$ cat src/rtl/core/assert_macros.svh
// Assertion macros shared by the array queue RTL.
// Depends on nothing; users must have clk and arst_n in scope.
`ifndef ASSERT_MACROS_SVH
`define ASSERT_MACROS_SVH

// Check that a property holds on every clock edge outside reset.
`define AQ_ASSERT_HOLD(label, prop, msg) \
	label: assert property (@(posedge clk) disable iff (!arst_n) (prop)) else $error(msg);

// Check that a condition on one edge implies another on the next edge.
`define AQ_ASSERT_NEXT(label, pre, post, msg) \
	label: assert property (@(posedge clk) disable iff (!arst_n) (pre) |=> (post)) else $error(msg);

`endif

$ cat src/rtl/core/aqvu_pkg.sv
// Package for the array queue with value update: codes, types and defaults.
// Used by aqvu_front, aqvu_back and array_queue_with_value_update.
package aqvu_pkg;

	localparam int DEPTH_DEF = 16;

	// command queue between front and back
	localparam int CQ_DEPTH = 2;
	localparam int CQ_AW    = $clog2(CQ_DEPTH);

	// request modes as they arrive on the mode port
	localparam logic [1:0] MODE_ENQ = 2'd0;
	localparam logic [1:0] MODE_DEQ = 2'd1;
	localparam logic [1:0] MODE_UPD = 2'd2;

	// result status codes
	localparam logic [1:0] ST_OK      = 2'd0;
	localparam logic [1:0] ST_FULL    = 2'd1;
	localparam logic [1:0] ST_EMPTY   = 2'd2;
	localparam logic [1:0] ST_NOMATCH = 2'd3;

	typedef enum logic [1:0] {
		OP_NOP,
		OP_ENQ,
		OP_DEQ,
		OP_UPD
	} op_t;

	typedef struct packed {
		op_t                op;
		logic signed [31:0] data;
		logic signed [31:0] match;
	} cmd_t;

	typedef struct packed {
		logic               done;
		logic [1:0]         status;
		logic signed [31:0] popped_value;
		logic               popped_valid;
		logic signed [31:0] head_value;
		logic               is_empty;
		logic               is_full;
	} res_t;

endpackage

$ cat src/rtl/core/array_queue_with_value_update.sv
// Top level of the array queue with value update: front end, command
// queue and back end. Depends on aqvu_pkg, aqvu_front and aqvu_back.
//
//  channel   handshake               payload
//  --------  ----------------------  ------------------------------------------
//  request   start & !busy           mode, data_value, match_value
//  result    done (one-cycle strobe) status, popped_value, popped_valid,
//                                    head_value, is_empty, is_full
//
// Sequence: an enqueue completes in the back end straight from idle, a dequeue
// does too when it empties the queue and otherwise passes through S_DEQ (the new
// head comes through the memory's registered read port), an update scans the
// entries from the head until a match or the tail, one read of the entry memory
// per cycle. The result strobe is registered and follows in the cycle after the
// back end's last cycle on the transaction.
// Reset: arst_n clears indices to zero, marks the queue empty and drops the
// command queue; the entry memory is not cleared.
// Stalls: busy rises only while the two-entry command queue is full; the
// receiver cannot stall, every result is a single-cycle strobe.
module array_queue_with_value_update import aqvu_pkg::*; #(
	parameter int DEPTH = DEPTH_DEF
) (
	input  logic               clk,
	input  logic               arst_n,
	input  logic               start,
	output logic               busy,
	input  logic [1:0]         mode,
	input  logic signed [31:0] data_value,
	input  logic signed [31:0] match_value,
	output logic               done,
	output logic [1:0]         status,
	output logic signed [31:0] popped_value,
	output logic               popped_valid,
	output logic signed [31:0] head_value,
	output logic               is_empty,
	output logic               is_full
);

	logic cmd_valid;
	cmd_t cmd;
	logic cmd_pop;
	res_t res;

	// accept and decode each transaction, buffer it for the back end
	aqvu_front u_front (
		.clk         (clk),
		.arst_n      (arst_n),
		.start       (start),
		.busy        (busy),
		.mode        (mode),
		.data_value  (data_value),
		.match_value (match_value),
		.cmd_valid   (cmd_valid),
		.cmd         (cmd),
		.cmd_pop     (cmd_pop)
	);

	// execute against the entry memory and register the result
	aqvu_back #(
		.DEPTH (DEPTH)
	) u_back (
		.clk       (clk),
		.arst_n    (arst_n),
		.cmd_valid (cmd_valid),
		.cmd       (cmd),
		.cmd_pop   (cmd_pop),
		.res       (res)
	);

	// break the result record out onto its ports
	assign done         = res.done;
	assign status       = res.status;
	assign popped_value = res.popped_value;
	assign popped_valid = res.popped_valid;
	assign head_value   = res.head_value;
	assign is_empty     = res.is_empty;
	assign is_full      = res.is_full;

endmodule

$ cat src/rtl/core/aqvu_front.sv
// Front end of the array queue: accepts requests, decodes the mode and
// holds them in a short command queue. Depends on aqvu_pkg.
`include "assert_macros.svh"

module aqvu_front import aqvu_pkg::*; (
	input  logic               clk,
	input  logic               arst_n,
	input  logic               start,
	output logic               busy,
	input  logic [1:0]         mode,
	input  logic signed [31:0] data_value,
	input  logic signed [31:0] match_value,
	output logic               cmd_valid,
	output cmd_t               cmd,
	input  logic               cmd_pop
);

	cmd_t             slot_q [CQ_DEPTH];
	logic [CQ_AW-1:0] wr_ptr_q;
	logic [CQ_AW-1:0] rd_ptr_q;
	logic [CQ_AW:0]   count_q;
	logic             push;
	logic             pop;
	op_t              op_dec;

	always_comb begin
		unique case (mode)
			MODE_ENQ: op_dec = OP_ENQ;
			MODE_DEQ: op_dec = OP_DEQ;
			MODE_UPD: op_dec = OP_UPD;
			default:  op_dec = OP_NOP;
		endcase
	end

	assign busy      = (count_q == (CQ_AW+1)'(CQ_DEPTH));
	assign push      = start && !busy;
	assign cmd_valid = (count_q != '0);
	assign pop       = cmd_pop && cmd_valid;
	assign cmd       = slot_q[rd_ptr_q];

	always_ff @(posedge clk) begin
		if (push) begin
			slot_q[wr_ptr_q] <= '{op: op_dec, data: data_value, match: match_value};
		end
	end

	always_ff @(posedge clk or negedge arst_n) begin
		if (!arst_n) begin
			wr_ptr_q <= '0;
			rd_ptr_q <= '0;
			count_q  <= '0;
		end else begin
			if (push) begin
				wr_ptr_q <= (wr_ptr_q == CQ_AW'(CQ_DEPTH-1)) ? '0 : wr_ptr_q + CQ_AW'(1);
			end
			if (pop) begin
				rd_ptr_q <= (rd_ptr_q == CQ_AW'(CQ_DEPTH-1)) ? '0 : rd_ptr_q + CQ_AW'(1);
			end
			if (push && !pop) begin
				count_q <= count_q + (CQ_AW+1)'(1);
			end else if (pop && !push) begin
				count_q <= count_q - (CQ_AW+1)'(1);
			end
		end
	end

	`AQ_ASSERT_HOLD(a_cq_bound, count_q <= (CQ_AW+1)'(CQ_DEPTH), "command queue overfilled")
	`AQ_ASSERT_NEXT(a_cq_grow, push && !pop, count_q == $past(count_q) + (CQ_AW+1)'(1), "push lost")
	`AQ_ASSERT_NEXT(a_cq_drain, pop && !push, count_q == $past(count_q) - (CQ_AW+1)'(1), "pop lost")

endmodule

$ cat src/rtl/core/aqvu_back.sv
// Back end of the array queue: entry memory, head/tail indices, the
// update scan and the result register. Depends on aqvu_pkg.
`include "assert_macros.svh"

module aqvu_back import aqvu_pkg::*; #(
	parameter int DEPTH = DEPTH_DEF
) (
	input  logic clk,
	input  logic arst_n,
	input  logic cmd_valid,
	input  cmd_t cmd,
	output logic cmd_pop,
	output res_t res
);

	localparam int AW = $clog2(DEPTH);
	localparam logic [AW-1:0] LAST = AW'(DEPTH-1);

	localparam logic [1:0] S_IDLE = 2'd0;
	localparam logic [1:0] S_DEQ  = 2'd1;
	localparam logic [1:0] S_SCAN = 2'd2;

	logic signed [31:0] mem [DEPTH];

	logic [1:0]         state_q, state_d;
	logic [AW-1:0]      head_q, head_d;
	logic [AW-1:0]      tail_q, tail_d;
	logic               empty_q, empty_d;
	logic [AW-1:0]      scan_q, scan_d;
	logic               issued_q, issued_d;
	logic               cmp_vld_s1, cmp_vld_d;
	logic [AW-1:0]      cmp_addr_s1;
	logic signed [31:0] rd_data_s1;
	logic signed [31:0] hval_q, hval_d;
	logic signed [31:0] pval_q, pval_d;
	logic signed [31:0] cur_data_q, cur_data_d;
	logic signed [31:0] cur_match_q, cur_match_d;
	res_t               res_q;

	logic               wr_en;
	logic [AW-1:0]      wr_addr;
	logic signed [31:0] wr_data;
	logic               rd_en;
	logic [AW-1:0]      rd_addr;
	logic               emit;
	logic [1:0]         emit_status;
	logic signed [31:0] emit_popped;
	logic               emit_pvalid;
	logic               full_now;

	assign full_now = !empty_q && (tail_q == LAST);

	always_comb begin
		state_d     = state_q;
		head_d      = head_q;
		tail_d      = tail_q;
		empty_d     = empty_q;
		scan_d      = scan_q;
		issued_d    = issued_q;
		cmp_vld_d   = 1'b0;
		hval_d      = hval_q;
		pval_d      = pval_q;
		cur_data_d  = cur_data_q;
		cur_match_d = cur_match_q;
		cmd_pop     = 1'b0;
		wr_en       = 1'b0;
		wr_addr     = '0;
		wr_data     = cur_data_q;
		rd_en       = 1'b0;
		rd_addr     = scan_q;
		emit        = 1'b0;
		emit_status = ST_OK;
		emit_popped = '0;
		emit_pvalid = 1'b0;

		unique case (state_q)
			S_IDLE: begin
				if (cmd_valid) begin
					cmd_pop = 1'b1;
					unique case (cmd.op)
						OP_ENQ: begin
							emit = 1'b1;
							if (full_now) begin
								emit_status = ST_FULL;
							end else if (empty_q) begin
								wr_en   = 1'b1;
								wr_addr = '0;
								wr_data = cmd.data;
								head_d  = '0;
								tail_d  = '0;
								empty_d = 1'b0;
								hval_d  = cmd.data;
							end else begin
								wr_en   = 1'b1;
								wr_addr = tail_q + AW'(1);
								wr_data = cmd.data;
								tail_d  = tail_q + AW'(1);
							end
						end
						OP_DEQ: begin
							if (empty_q) begin
								emit        = 1'b1;
								emit_status = ST_EMPTY;
							end else if (head_q == tail_q) begin
								emit        = 1'b1;
								emit_popped = hval_q;
								emit_pvalid = 1'b1;
								head_d      = '0;
								tail_d      = '0;
								empty_d     = 1'b1;
							end else begin
								// fetch the next head from memory, finish next cycle
								pval_d  = hval_q;
								rd_en   = 1'b1;
								rd_addr = head_q + AW'(1);
								head_d  = head_q + AW'(1);
								state_d = S_DEQ;
							end
						end
						OP_UPD: begin
							if (empty_q) begin
								emit        = 1'b1;
								emit_status = ST_EMPTY;
							end else begin
								cur_data_d  = cmd.data;
								cur_match_d = cmd.match;
								scan_d      = head_q;
								issued_d    = 1'b0;
								state_d     = S_SCAN;
							end
						end
						default: begin
							emit = 1'b1;
						end
					endcase
				end
			end
			S_DEQ: begin
				hval_d      = rd_data_s1;
				emit        = 1'b1;
				emit_popped = pval_q;
				emit_pvalid = 1'b1;
				state_d     = S_IDLE;
			end
			S_SCAN: begin
				if (cmp_vld_s1 && (rd_data_s1 == cur_match_q)) begin
					wr_en   = 1'b1;
					wr_addr = cmp_addr_s1;
					if (cmp_addr_s1 == head_q) begin
						hval_d = cur_data_q;
					end
					emit    = 1'b1;
					state_d = S_IDLE;
				end else if (cmp_vld_s1 && (cmp_addr_s1 == tail_q)) begin
					emit        = 1'b1;
					emit_status = ST_NOMATCH;
					state_d     = S_IDLE;
				end else if (!issued_q) begin
					rd_en     = 1'b1;
					rd_addr   = scan_q;
					cmp_vld_d = 1'b1;
					if (scan_q == tail_q) begin
						issued_d = 1'b1;
					end else begin
						scan_d = scan_q + AW'(1);
					end
				end
			end
			default: begin
				state_d = S_IDLE;
			end
		endcase
	end

	// entry memory: one write port, one registered read port
	always_ff @(posedge clk) begin
		if (wr_en) begin
			mem[wr_addr] <= wr_data;
		end
		if (rd_en) begin
			rd_data_s1 <= mem[rd_addr];
		end
	end

	always_ff @(posedge clk or negedge arst_n) begin
		if (!arst_n) begin
			state_q    <= S_IDLE;
			head_q     <= '0;
			tail_q     <= '0;
			empty_q    <= 1'b1;
			scan_q     <= '0;
			issued_q   <= 1'b0;
			cmp_vld_s1 <= 1'b0;
			res_q      <= '0;
		end else begin
			state_q    <= state_d;
			head_q     <= head_d;
			tail_q     <= tail_d;
			empty_q    <= empty_d;
			scan_q     <= scan_d;
			issued_q   <= issued_d;
			cmp_vld_s1 <= cmp_vld_d;
			res_q.done <= emit;
			if (emit) begin
				res_q.status       <= emit_status;
				res_q.popped_value <= emit_popped;
				res_q.popped_valid <= emit_pvalid;
				res_q.head_value   <= empty_d ? 32'sd0 : hval_d;
				res_q.is_empty     <= empty_d;
				res_q.is_full      <= !empty_d && (tail_d == LAST);
			end
		end
	end

	always_ff @(posedge clk) begin
		hval_q      <= hval_d;
		pval_q      <= pval_d;
		cur_data_q  <= cur_data_d;
		cur_match_q <= cur_match_d;
		if (rd_en) begin
			cmp_addr_s1 <= rd_addr;
		end
	end

	assign res = res_q;

	`AQ_ASSERT_HOLD(a_empty_idx, !empty_q || (head_q == '0 && tail_q == '0), "empty with indices")
	`AQ_ASSERT_HOLD(a_head_le_tail, empty_q || (head_q <= tail_q), "head passed tail")
	`AQ_ASSERT_HOLD(a_pop_ok, !(res_q.done && res_q.popped_valid) || (res_q.status == ST_OK), "pop bad status")
	`AQ_ASSERT_HOLD(a_flags, !(res_q.done && res_q.is_full && res_q.is_empty), "full and empty")
	`AQ_ASSERT_NEXT(a_busy_no_pop, state_q != S_IDLE, !$past(cmd_pop), "pop while working")

endmodule

$ cat config.mk
export PLATFORM = sky130hd
export DESIGN_NAME = array_queue_with_value_update
export DESIGN_NICKNAME = d
export VERILOG_FILES = /design/src/rtl/core/aqvu_pkg.sv /design/src/rtl/core/array_queue_with_value_update.sv /design/src/rtl/core/aqvu_front.sv /design/src/rtl/core/aqvu_back.sv
export VERILOG_INCLUDE_DIRS = /design/src /design/src/rtl/core
export SDC_FILE = /design/constraint.sdc
export NUM_CORES = 1
export LEC_CHECK = 0
export ABC_AREA = 0
export ABC_CLOCK_PERIOD_IN_PS = 9000
export BUFFER_PORTS_ARGS = -buffer_cell sky130_fd_sc_hd__buf_4
export CAP_MARGIN = 20
export CORE_ASPECT_RATIO = 2
export CORE_UTILIZATION = 35
export CTS_CLUSTER_DIAMETER = 200
export CTS_CLUSTER_SIZE = 8
export DETAILED_ROUTE_END_ITERATION = 6
export HOLD_SLACK_MARGIN = 0.12
export PLACE_DENSITY = 0.46
export SLEW_MARGIN = 20
export SYNTH_ARGS = -nofsm -noshare
export SYNTH_HDL_FRONTEND = slang
export SYNTH_SLANG_ARGS = --single-unit
$ cat constraint.sdc
create_clock -name clk -period 9 [get_ports clk]
set_input_delay 1.8 -clock clk [delete_from_list [all_inputs] [get_ports clk]]
set_output_delay 1.8 -clock clk [all_outputs]
set_load 0.03 [all_outputs]
==> metrics <==
mux cell area share after synthesis=7.04%; DR vias=~21000; FP Rows=roughly 170; routability cong.=around 0.84; type of origin of the critical path=flip-flop; Avg Inst Size Synth=15.0 sq um; post-DP HPWL=62300 microns; largest family of logic cells by synthesized area=compound AO/OA/AOI/OAI gates; Final Slew Violations=0; CP Capture Type=flip-flop; Tcrit/Tclk final=57.9%; Post-CTS Resized=0; hold depth=2; worst r2r path cells=11; P per Cell Area=roughly 350 mW/mm^2; post-synthesis simple-gate area fraction=under 10%; Max FO, Critical Path=138; most numerous cell in the Yosys netlist=edfxtp_1; number of synthesized flops with an enable pin=776; Net Count, Synth=between 2000 and 2500; Max clock buf depth=3; final WL=104000 microns; Area Overhead vs Synth=17.9%; post-synthesis sequential area ratio=73.0%; clk slew on worst S/H paths=50 ps; Total GRT Usage=20.2%; post-layout util=41.8%; hold path startpoint=u_back.res[31]$_DFFE_PN0P_; vias in the first global route=22400; # IOs=140; Critical Path RT=9450 ps; Initial Util=35.4%; largest net degree at the start of global routing=139; status=finished clean; worst r2r dst=u_back.rd_data_s1[11]$_DFFE_PP_; Tightest Hold Check Type=flip-flop to flip-flop; post-synth cell types=69; worst hold endpoint=u_back.res[31]$_DFFE_PN0P_; Synth Area in Adders=less than 1%; Synth async-reset ratio=10.1%; Clock Latency Late Sink=710 ps; DIE AREA=about 0.10 sq mm; CTS Hold Bufs=0; H-tree Lvls=4; first-pass GRT wire length=between 150000 and 200000 microns; Slew HR=between 20% and 30%; DR WL/cell=between 20 and 30 microns; Fillers=9202; port bufs=139; area of the multi-input gates=0.00906 sq mm; type of the worst setup path=flip-flop to flip-flop; crit path DAT=around 5700 ps; ranking of synthesized cells by area=edfxtp_1 (65%), dfrtp_1 (6.3%), mux4_2 (4.0%); Primary FF master, synth=edfxtp_1; clk root buf=clkbuf_16; setup TNS=0 ps; first-pass iteration count of the detailed router=5; # clock sinks=899; VDD IR max=0.218 mV; Vias/cell=5.33; max cap viols=0; FF/Latch Area=0.0262 sq mm; post-synth top area share=64.9%; compound-gate portion of the synthesized area=~8.7%; Leakage=14.7 nW; DR iter-0 viols=~1600; share of cells above drive strength 1=roughly a fifth; Routed Antenna Nets=0; Post-synth top cells=edfxtp_1 (776), nand2_1 (345), o21ai_0 (174); Die H=455 microns; RSZ-0062 raised after global routing=false; post-synth top area cell=edfxtp_1; synth warn=0; grt ovf=0; total chip power=14.7 mW; Cells after Synth=roughly 2400; Num CTS Buffers=130; crit path time final=5210 ps; post-synthesis xor/xnor area fraction=1.39%; FF-to-FF setup slack=around 3800 ps; setup bufs post-CTS=0; DRC=0; final hold vios=0; synthesized area=0.0359 sq mm; core footprint=0.101 sq mm; Die X=about 230 microns; Layout Skew=28.9 ps; antenna violations before repair=1; worst r2r src=u_front.rd_ptr_q$_DFFE_PN0P_; final net count=between 2000 and 3000; final setup fails=0; flops & latches, synth=899; Worst Tran Pin Value=1060 ps; f_max=around 190 MHz; CTS tree=built
==> cells in the final DEF (no fill, tap or decap), types with 45 or more instances in the layout <==
cell and count:
mux4_2 64, edfxtp_1 776, dfrtp_1 87, clkbuf_16 132, nor2_1 86, buf_4 211
o21ai_0 163, a21oi_1 45, mux2i_1 66, inv_1 49, nand2_1 345
==> worst max-delay path, stage by stage, from the launching register on <==
cell	delay (ps)
dfrtp_4	900
mux2i_1	390
inv_1	110
ha_1	250
inv_1	210
a41o_1	380
nor3_2	100
nor2_4	610
buf_12	600
mux4_2	600
a22o_1	270
a31o_1	190
==> logic make-up (layout without fill, tap and decap cells) <==
logic type / count (synthesis) / after routing
muxes: 168 / 168
and+or+nand+nor: 590 / 590
DFF: 899 / 899
other: 0 / 1
AOI/OAI and AO/OA: 472 / 472
adders and majority gates: 10 / 10
buffers and inverters: 196 / 441
xor gates and xnor gates: 57 / 57
==> layout make-up <==
cell class | instances | area share [%]
Clock buffer | 164 | 8.08
Multi-Input combinational cell | 1297 | 21.4
Sequential cell | 899 | 61.9
Tap cell | 1336 | 3.95
Inverter | 51 | 0.452
Timing Repair Buffer | 213 | 3.81
Antenna cell | 1 | 0.00591
Clock inverter | 13 | 0.346
==> worst max-delay path by stage <==
| stage | start | endpoint | cells past startpoint |
|---|---|---|---|
| finish | u_front.rd_ptr_q$_DFFE_PN0P_ | u_back.rd_data_s1[11]$_DFFE_PP_ | 11 |
| global route | u_front.rd_ptr_q$_DFFE_PN0P_ | u_back.rd_data_s1[11]$_DFFE_PP_ | 11 |
| CTS | u_front.rd_ptr_q$_DFFE_PN0P_ | u_back.rd_data_s1[11]$_DFFE_PP_ | 11 |
| detailed placement | u_front.rd_ptr_q$_DFFE_PN0P_ | u_back.rd_data_s1[11]$_DFFE_PP_ | 11 |
| global placement | u_front.rd_ptr_q$_DFFE_PN0P_ | u_back.rd_data_s1[11]$_DFFE_PP_ | 11 |
| floorplan | start | u_front.slot_q[0][0]$_DFFE_PP_ | 2 |
==> flip-flops by register name, summed over array words and instances (netlist names) <==
register,flops
u_back.tail_q,4
u_back.issued_q,1
u_back.head_q,4
u_back.pval_q,32
u_back.rd_data_s1,32
u_front.wr_ptr_q,1
u_back.cmp_addr_s1,4
u_front.count_q,2
u_front.rd_ptr_q,1
u_back.state_q,2
u_back.cmp_vld_s1,1
u_back.cur_match_q,32
u_back.mem,512
u_back.cur_data_q,32
u_back.res,70
u_back.hval_q,32
u_back.scan_q,4
u_back.empty_q,1
u_front.slot_q,132
==> routing by layer <==
metal | part of all wire [%] | track usage (%)
met1 | 39 | 22.9
met2 | 54 | 37.8
met3 | 3.8 | 2.75
met4 | 3.6 | 8.68
met5 | 0 | 0
==> report_power, final <==
group / leakage, nW / internal, mW / total [mW] / switching (mW)
logic: 4.43 / 1.50 / 4.46 / 2.96
registers: 8.54 / 5.44 / 5.87 / 0.430
clock network: 1.73 / 2.64 / 4.37 / 1.73
total: 14.7 / 9.58 / 14.7 / 5.12
==> per-stage QoR <==
stage / hold slack [ps] / setup slack [ps] / instance area, sq um / instances
floorplan: 448 / 3860 / 35900 / 2392
global placement: 466 / 3820 / 38700 / 3795
detailed placement: 466 / 3760 / 38700 / 3796
CTS: 481 / 3760 / 42300 / 3973
global route: 492 / 3470 / 42300 / 3974
finish: 478 / 3790 / 42300 / 3974
Power figures use the tool's default switching activity.
